File: config.mk
export PLATFORM = sky130hd
export DESIGN_NAME = bsst_ctrl
export DESIGN_NICKNAME = d
export VERILOG_FILES = /design/src/bsst_pkg.sv /design/src/bsst_ctrl.sv
export SDC_FILE = /design/constraint.sdc
export NUM_CORES = 1
export LEC_CHECK = 0
export BUFFER_PORTS_ARGS = -buffer_cell sky130_fd_sc_hd__buf_2
export CORE_AREA = 2 2 39 41
export CTS_BUF_LIST = sky130_fd_sc_hd__clkbuf_8
export DETAILED_ROUTE_END_ITERATION = 8
export DIE_AREA = 0 0 41 43
export SYNTH_ARGS = -nofsm -noshare
export SYNTH_HDL_FRONTEND = slang
export SYNTH_SLANG_ARGS = --single-unit
export TNS_END_PERCENT = 10
File: constraint.sdc
create_clock -name clock -period 1.5 [get_ports clock]
set_clock_uncertainty 0.15 [all_clocks]
set_input_delay 0.225 -clock clock [delete_from_list [all_inputs] [get_ports clock]]
set_output_delay 0.225 -clock clock [all_outputs]
set_load 0.05 [all_outputs]
File: src/bsst_pkg.sv
// shared constants, types and helpers for the bounded step subsequence tracker
// no dependencies; used by bsst_ctrl, bsst_datapath and the top level
package bsst_pkg;

   localparam int VALUE_SLOTS = 1024;
   localparam int LENGTH_BITS = 16;

   localparam int VALUE_W = 10;
   localparam int DIST_W  = 10;
   localparam int OUT_W   = 16;

   localparam int IDX_W  = $clog2(VALUE_SLOTS);
   localparam int NODE_W = $clog2(2 * VALUE_SLOTS);
   localparam int R_W    = NODE_W + 1;
   localparam int SPAN_W = ((IDX_W > DIST_W) ? IDX_W : DIST_W) + 1;
   localparam int MEM_DEPTH = 2 ** NODE_W;

   typedef logic [LENGTH_BITS-1:0] length_type;

   typedef enum logic [2:0] {
      ST_CLEAR,
      ST_IDLE,
      ST_QRY_RD,
      ST_QRY_ACC,
      ST_UPD_RD,
      ST_UPD_WR,
      ST_DONE
   } state_type;

   typedef struct packed {
      logic clear;
      logic start;
      logic q_read;
      logic q_step;
      logic u_start;
      logic u_write;
      logic load_out;
   } cmd_type;

   typedef struct packed {
      logic clear_last;
      logic q_done;
      logic at_root;
   } status_type;

   function automatic logic [OUT_W-1:0] out_sat(input length_type x);
      logic [OUT_W+LENGTH_BITS-1:0] wide;
      wide = {{OUT_W{1'b0}}, x};
      if (wide > (OUT_W+LENGTH_BITS)'({OUT_W{1'b1}})) begin
         return {OUT_W{1'b1}};
      end
      return wide[OUT_W-1:0];
   endfunction

endpackage

File: src/bsst_ctrl.sv
// sequencer for clearing, range query, leaf-to-root update and result handoff
// depends on bsst_pkg
module bsst_ctrl (
   input  logic                 clock,
   input  logic                 reset,
   input  logic                 req_valid,
   output logic                 req_ready,
   output logic                 rsp_valid,
   input  logic                 rsp_ready,
   input  bsst_pkg::status_type status,
   output bsst_pkg::cmd_type    cmd
);

   bsst_pkg::state_type state_ff, state_in;
   logic rsp_valid_ff, rsp_valid_in;

   always_ff @(posedge clock) begin
      if (reset) begin
         state_ff     <= bsst_pkg::ST_CLEAR;
         rsp_valid_ff <= 1'b0;
      end else begin
         state_ff     <= state_in;
         rsp_valid_ff <= rsp_valid_in;
      end
   end

   always_comb begin
      state_in  = state_ff;
      cmd       = '0;
      req_ready = 1'b0;
      unique case (state_ff)
         bsst_pkg::ST_CLEAR: begin
            cmd.clear = 1'b1;
            if (status.clear_last) begin
               state_in = bsst_pkg::ST_IDLE;
            end
         end
         bsst_pkg::ST_IDLE: begin
            req_ready = 1'b1;
            if (req_valid) begin
               cmd.start = 1'b1;
               state_in  = bsst_pkg::ST_QRY_RD;
            end
         end
         bsst_pkg::ST_QRY_RD: begin
            if (status.q_done) begin
               cmd.u_start = 1'b1;
               state_in    = bsst_pkg::ST_UPD_RD;
            end else begin
               cmd.q_read = 1'b1;
               state_in   = bsst_pkg::ST_QRY_ACC;
            end
         end
         bsst_pkg::ST_QRY_ACC: begin
            cmd.q_step = 1'b1;
            state_in   = bsst_pkg::ST_QRY_RD;
         end
         bsst_pkg::ST_UPD_RD: begin
            state_in = bsst_pkg::ST_UPD_WR;
         end
         bsst_pkg::ST_UPD_WR: begin
            cmd.u_write = 1'b1;
            state_in    = status.at_root ? bsst_pkg::ST_DONE : bsst_pkg::ST_UPD_RD;
         end
         bsst_pkg::ST_DONE: begin
            if (!rsp_valid_ff || rsp_ready) begin
               cmd.load_out = 1'b1;
               state_in     = bsst_pkg::ST_IDLE;
            end
         end
         default: begin
            state_in = bsst_pkg::ST_CLEAR;
         end
      endcase
   end

   always_comb begin
      if (cmd.load_out) begin
         rsp_valid_in = 1'b1;
      end else begin
         rsp_valid_in = rsp_valid_ff && !rsp_ready;
      end
   end

   assign rsp_valid = rsp_valid_ff;

endmodule

======== Word-level counts from Yosys, hierarchy flattened ========
Index checks and enable logic that the tools add are counted.
Widths: inputs -> output; s select.
word-level totals
  register bits ........................... 4
  input port bits ......................... 7
  output and inout bits ................... 9
  word-level logic and storage cells ...... 36
cells by class
  equality and inequality tests ........... 9
  mux-type cells .......................... 19
  reduce and logical (&&, ||, !) cells .... 6
operator list
  cell                number
  $pmux 3 s7          1
  $mux 1              13
  $mux 3              4
  $eq 3x3->1 const B  3
  $eq 3x2->1 const B  2
  $ne 2x2->1 const B  3
  $eq 3x1->1 const B  1
  $logic_not 3->1     1
  $reduce_and 3->1    1
  $logic_not 1->1     2
  $mux 2              1
  $logic_and 1x1->1   1
  $logic_or 1x1->1    1

======== Depth between registers and ports, before layout ========
Gate-level depths: netlist of run 1.
  depth in word-level cells ............... 5
  gate-level depth with buffers ........... 4

======== Worst setup path after synthesis of run 1 ========
OpenSTA, ideal clock, no wires.
  path kind ............................... reg2out
  from .................................... register rsp_valid_ff, in the netlist rsp_valid
  to ...................................... output cmd[0] (netlist bit)
  data arrival time ....................... 1.773 ns
  data required time ...................... 1.125 ns
  setup slack ............................. -0.648 ns
  stages on the path, launching flop included .. 3
  path buffers ............................ 0
  path through ............................ dfxtp_1 > nor2b_1 > nor3_1
RTL lines
  element                 line             RTL
  start, declared         bsst_ctrl.sv:15  logic rsp_valid_ff, rsp_valid_in;
  start signal, assigned  bsst_ctrl.sv:23  rsp_valid_ff <= rsp_valid_in;
  end, declared           bsst_ctrl.sv:11  output bsst_pkg::cmd_type cmd

==> run summary, run 1 <==
The flow ran to the end, and the final reports show no timing, DRC or antenna violations. The run gives 3 as the number of buffers created by CTS. The longest clock path from root to sink contains 2 buffers. The commonest cells after synthesis are sky130_fd_sc_hd__nor2_1, sky130_fd_sc_hd__nor3_1, sky130_fd_sc_hd__a21oi_1, sky130_fd_sc_hd__dfxtp_1, sky130_fd_sc_hd__nand2b_1. VDD sags by at most 501 uV. The highest net fanout along the worst path is 4, and the clock transition at the registers of the reported paths is 0.03 ns. Across all layers, the routed design uses 342 vias. The worst setup path is launched from a register.

Post-CTS setup-driven buffer insertion count: 0. The count of nets left with antenna violations once routing finished came out at 0. The mean instance size in the synthesized netlist works out to 7.31 um2. The synthesized instance count is 39. Average wire length per cell after detail routing: 10.6 um. The core region is 1380 um2.

The logs give 285 um2 for the post-synth design cell area and 0 for the final number of hold-violating endpoints. Setup repair after global routing could not meet its margin everywhere. The tools report the root buffer selected by CTS as sky130_fd_sc_hd__clkbuf_8.

During synthesis, Yosys emitted a total of 0 warnings. The total overflow reported by the global router was 0. Pin placement for this block handled 16 I/O pins. STA classifies the critical path endpoint as an output port. Summing the areas of all xor and xnor instances in the mapped netlist gives 0% of the synthesized area. Ranked by total cell area, the synthesized netlist is headed by sky130_fd_sc_hd__dfxtp_1, sky130_fd_sc_hd__nor3_1, sky130_fd_sc_hd__a21oi_1. The worst max-slew margin expressed relative to the limit was 84.2%; the power density over the cells was 1130 nW/um2. In the global route stage, overall resource usage came out at 9.75%. The netlist uses 20 different library cells.

Row generation in the floorplan step produced 14 rows. The pin slew with the least headroom to its limit was 0.234 ns; the share of the core filled with cells in the final layout was 40.3%. In the routed layout, each cell is associated on average with a via count of 4.62.

The logs give 0 for the count of final max-slew check failures and 0 for the number of antenna repair diodes. Type of the worst setup path: reg2out. The logs give 0.240 nW for the cell leakage power and 0.632 mW for the total power of the final layout. The tools report the internal reg-to-reg setup slack as 0.14 ns. Summing the sequential cell areas from Yosys gives 28.1% of the chip area. The initial DRC count is 1, and the part of the cycle the worst path needs is 99.4%.

The synthesized design contains 0 enable-type register cells. At the later pin of the worst-skew pair, clock insertion delay measures 0.21 ns. The first global-routing pass estimated 1100 um of wire. The post-synthesis sequential element count was 4; the DRC violation count after routing was 0. The synthesized netlist devotes 16.2% of its cell area to compound gates.

Setup violations remaining at the end of the flow were counted as 0. The share of async-settable or async-resettable flops after synthesis is 0%. The run gives 1.12 ns as the data arrival time at the worst-slack endpoint. The count of fill cells added during filler insertion was 144. The floorplan step defined a die boundary enclosing 1760 um2. The area growth from synthesis to layout was 95.6%; the adder and majority gate portion of the synthesized area was 0%.

In the synthesized netlist, mux cells make up 3.51% of the area. Cells with a size suffix above 1 make up 62.1% of the layout. The level count of the clock H-tree is 1, and the count of hold-fix buffers inserted at cts is 0. The die boundary height was 43 um.

Among all flip-flop cells after synthesis, the most frequent one is sky130_fd_sc_hd__dfxtp_1. TritonCTS built the clock tree. The half-perimeter wire length of the detailed placement result was 603 um; the max-capacitance violation count was 0. Summing the areas of all and, or, nand and nor instances in the mapped netlist gives 44.7% of the synthesized area. Buffers placed on the I/O ports in this run total 15. Entering global routing, the biggest net connects 12 pins. The required time reported for the critical path endpoint came out at 1.12 ns. By area, the combinational part of the netlist is dominated by simple AND/OR/NAND/NOR gates.

sky130_fd_sc_hd__dfxtp_1 takes more of the synthesized area than any other cell. For the TritonCTS sink count, the log shows 4. Derived from the worst setup path, the maximum achievable clock frequency is 671 MHz. Before antenna repair, the detailed router went through 2 iterations.

Number of antenna violations at the first check in global routing: 0. Routability-driven placement finished with a final weighted congestion of 0.707. The path class of the tightest hold or removal check is in2reg.

Synthesis produced a netlist with a net count of 46. In this run the horizontal extent of the chip is 41 um. The tools report the number of nets in the layout as 67.

Wires add up to 787 um. For this configuration, the core starts out at a cell density of 20.6%. The worst path in the final design needs a cycle of 1.49 ns, including I/O delays and setup.

Summed over its instances, the top area cell type makes up 28.1% of the synthesized netlist area. Via count of the first global-routing pass: 279.
==> kinds of logic after synthesis <==
family,Yosys count
simple gates,22
compound gates,8
buf+inv,4
mux,1
flops,4
==> final timing paths <==
kind / endpoint / cells past startpoint / startpoint
worst max register to register: state_ff[0]$_SDFFE_PP0P_ / 4 / state_ff[1]$_SDFFE_PP0P_
worst min-delay path: state_ff[2]$_SDFFE_PP0P_ / 2 / reset
worst min register to register: state_ff[2]$_SDFFE_PP0P_ / 3 / state_ff[2]$_SDFFE_PP0P_
worst max-delay path: cmd[2] / 3 / state_ff[2]$_SDFFE_PP0P_
==> per-layer routing <==
| layer | up-vias | wire length [um] | track usage (%) | share of wire, % |
|---|---|---|---|---|
| met5 | - | 0 | 0 | 0 |
| met4 | 0 | 18 | 8.00 | 2.3 |
| met3 | 2 | 33 | 3.14 | 4.2 |
| met2 | 10 | 370 | 13.8 | 47 |
| met1 | 152 | 364 | 11.3 | 46 |
| li1 | 178 | - | - | - |
==> critical path, stage by stage (launching register included) <==
cell	delay, ns
sky130_fd_sc_hd__dfxtp_2	0.32
sky130_fd_sc_hd__nand2b_4	0.16
sky130_fd_sc_hd__nor3b_4	0.23
sky130_fd_sc_hd__buf_6	0.19
==> sequential cells by signal, indices dropped and copies added (netlist names) <==
name,count
state_ff,3
rsp_valid,1
==> final cells by class <==
class,count,area (um2),share of cell area (%)
repair buffers,19,159,28.5
flip-flops and latches,4,83.8,15.0
inverters,1,3.75,0.673
clock buffers,3,41.3,7.40
well taps,16,20.0,3.59
multi-input cells,31,250,44.8
==> cells in the final DEF (no fill, tap or decap), drive strengths merged <==
cell type	Yosys	routed
nor2	5	5
nand2b	3	3
nor3b	1	1
nor4b	1	1
inv	1	1
buf	3	19
and3	1	1
o31a	1	1
nor2b	1	1
a21oi	4	4
or3	1	1
mux2i	1	1
clkbuf	0	3
nand2	1	1
nand4b	1	1
nor3	5	5
and3b	2	2
dfxtp	4	4
o21ai	1	1
a31oi	2	2
==> stage by stage <==
step	std cells	setup TNS, ns	instance area, um2	worst slack, ns	hold WS (ns)
2_1_floorplan	39	-0.907	310	-0.230	0.144
3_3_place_gp	71	0	418	0.122	0.304
3_5_place_dp	71	0	418	0.108	0.307
4_1_cts	74	-0.122	497	-0.0366	0.0798
5_1_grt	74	-0.0846	558	-0.0291	0.0879
6_report	74	0	558	0.00923	0.0823
==> power by group <==
group / internal [mW] / switching (mW) / total, mW
clock: 0.171 / 0.0516 / 0.222
sequential: 0.120 / 0.0143 / 0.134
combinational: 0.114 / 0.161 / 0.275
==> repair_timing <==
| item | CTS | global route |
|---|---|---|
| gates resized for setup | 13 | 17 |
| pin swaps | 1 | 3 |
| endpoints found under the setup margin | 8 | 8 |
Power figures use the tool's default switching activity.
==> run 2: changes to the inputs <==
clock period = 1.3 ns   (was 1.5 ns; I/O delays follow)
==> run summary, run 2 (synthesis results as in run 1) <==
The final route contains 370 vias. For the worst setup path, the data arrival time is 1.15 ns. The later pin in the worst-skew pair is clocked with a latency of 0.21 ns. Leaving out filler cells and counting taps, the final layout contains 79. Walking the worst path, the cells encountered are nand2b_4 -> buf_12 -> nor3_4 -> buf_6. Along the worst path, the maximum fanout reaches 7. The logs give 73 for the placed instance count and 27 um for the met3 wire length. The first TritonRoute pass finished after 2 iterations. The path class of the tightest hold or removal check is in2reg. The via count of the first global-routing pass was 334. The flip-flop count of the largest register after layout works out to 3. The first global-routing pass estimated 1330 um of wire. Once the floorplan was initialized, standard cells occupied 20.6% of the core. Data on the critical path is required at its endpoint by 0.95 ns. The total overflow left after global routing is 0. The part of the cycle the worst path needs came out at 115%. Leaving out fill and tap cells, the most frequent cells in the layout are sky130_fd_sc_hd__buf_6, sky130_fd_sc_hd__buf_4, sky130_fd_sc_hd__buf_2. The tools report the met2 layer wire length in the routed design as 467 um. state_ff holds more flip-flops than any other register.

For this run, the total global-route usage over all layers was measured as 10.9%. The die covers 1760 um2. Adding up every negative setup slack in the final design gives -1.10 ns. At the pin with the least slew margin, the transition time is 0.287 ns.

In this run the top signal layer used is met3. TritonCTS built the clock tree. The die boundary height is 43 um, and the level count of the clock H-tree is 1. The slowest stage of the critical path is the sky130_fd_sc_hd__dfxtp_4 cell.

For this design the static power due to leakage is 0.267 nW. Setup repair after global routing could not meet its margin everywhere. In this run, post-CTS hold repair placed 0 buffers. The worst path in the final design needs a cycle of 1.50 ns, including I/O delays and setup.

The power density over the cells is 1270 nW/um2, and the area occupied by registers is 90.1 um2. Entering global routing, the biggest net connects 11 pins. Summing all placed instances gives a cell area of 480 um2. The number of antenna violations at the first check in global routing came out at 0.

The run gives 72 as the number of nets in the layout. Cells fill 44.7% of the core in the end. The final number of hold-violating endpoints is 0. Of the cells placed in the final design, the portion with a size suffix greater than 1 is 63.5%.

The floorplan has 14 rows. The region available for standard cell placement spans 1380 um2. Worst-case clock buffer depth: 2. The finished cells cover 618 um2. The run gives 915 um as the sum of routed wire length over all layers. The area growth from synthesis to layout was 117%.

The worst setup path is captured at an output port. The run gives 145 as the count of fill cells added during filler insertion. The initial DRC count was 1.

Setup violations remaining at the end of the flow were counted as 8. The number of antenna-violating nets in the routed design came out at 0. The TritonCTS sink count is 4. In this run the clock root is driven by a sky130_fd_sc_hd__clkbuf_8.

The count of final max-slew check failures was 0. The tools report the final critical-path setup slack as -0.198 ns. IR analysis of the VDD net gives a maximum drop of 551 uV.

By startpoint and endpoint, the worst setup path is classified as reg2out. Summing all multi-input logic gate instances after layout gives 258 um2. For this run, design rule violations remaining after detail routing come to 0.

In this run, CTS created clock tree buffers numbering 3. The checks that failed: setup timing. The wire length on met1 is 421 um. The half-perimeter wire length of the detailed placement result is 681 um. Input and output buffers added on the ports amount to 15. The I/O pin total came out at 16. After detailed routing, the number of vias per cell comes to 4.68. The flow ran to the end, but the final reports show violations.

The worst setup path is launched from a register. The max-capacitance violation count is 0. The fmax was 667 MHz. After detailed routing, the average wire length per cell comes to 11.6 um. In this design, the stage delay of the slowest critical-path cell is 0.36 ns. Clock-pin slew was measured on the worst setup and hold paths at 0.03 ns. The die is 41 um wide. Global placer's final weighted congestion: 0.706. The number of antenna repair diodes is 0. In this run the tightest slew margin relative to its limit is 80.9%.
==> run 2: changes by cell type in the layout (fill, tap and decap cells not counted), sizes merged <==
cell,delta
buf,+5
==> run 2: cell type report <==
| class | count | share of cell area (%) |
|---|---|---|
| inverters | 1 | 0.607 |
| flip-flops and latches | 4 | 14.6 |
| well taps | 16 | 3.24 |
| repair buffers | 24 | 33.2 |
| multi-input cells | 31 | 41.7 |
| clock buffers | 3 | 6.68 |
==> run 2: worst paths after layout <==
check                                               from                        to  slack, ns  depth (start not counted)
worst max-delay path            state_ff[2]$_SDFFE_PP0P_                    cmd[4]      -0.20                          4
worst min-delay path                               reset  state_ff[2]$_SDFFE_PP0P_       0.05                          2
worst max register to register  state_ff[1]$_SDFFE_PP0P_  state_ff[1]$_SDFFE_PP0P_       0.04                          4
worst min register to register  state_ff[1]$_SDFFE_PP0P_      rsp_valid$_SDFF_PP0_       0.46                          2
==> run 2: metrics by stage <==
stage	power [mW]	setup WS (ns)	hold slack [ns]
finish	0.786	-0.198	0.0501
global route	0.822	-0.245	0.0562
CTS	0.762	-0.210	0.0490
detailed placement	0.455	-0.0656	0.268
global placement	0.452	-0.0317	0.268
floorplan	0.387	-0.0831	0.107
==> run 2: critical path, delay by kind of cell, from the launching register on <==
kind	cells	cell delay [ns]
flip-flops	1	0.36
buffers and inverters	2	0.30
AND/OR/NAND/NOR	2	0.28
==> run 2: repair_timing <==
action                     in CTS  in global routing
setup endpoints to repair       9                 10
pin swaps                       0                  1
resized for setup              18                  2
setup buffers                   0                  3
cloned                          0                  0
==> run 2: metal layers <==
layer / track usage (%) / vias to the layer above
li1: - / 189
met1: 13.8 / 172
met2: 17.8 / 9
met3: 1.57 / 0
met4: 4.00 / 0
met5: 0 / -
==> run 2: where the power goes <==
group | switching (mW) | internal [mW] | leakage (nW)
Clock | 0.0686 | 0.198 | 0.0216
Combinational | 0.199 | 0.159 | 0.211
Sequential | 0.0235 | 0.138 | 0.0350
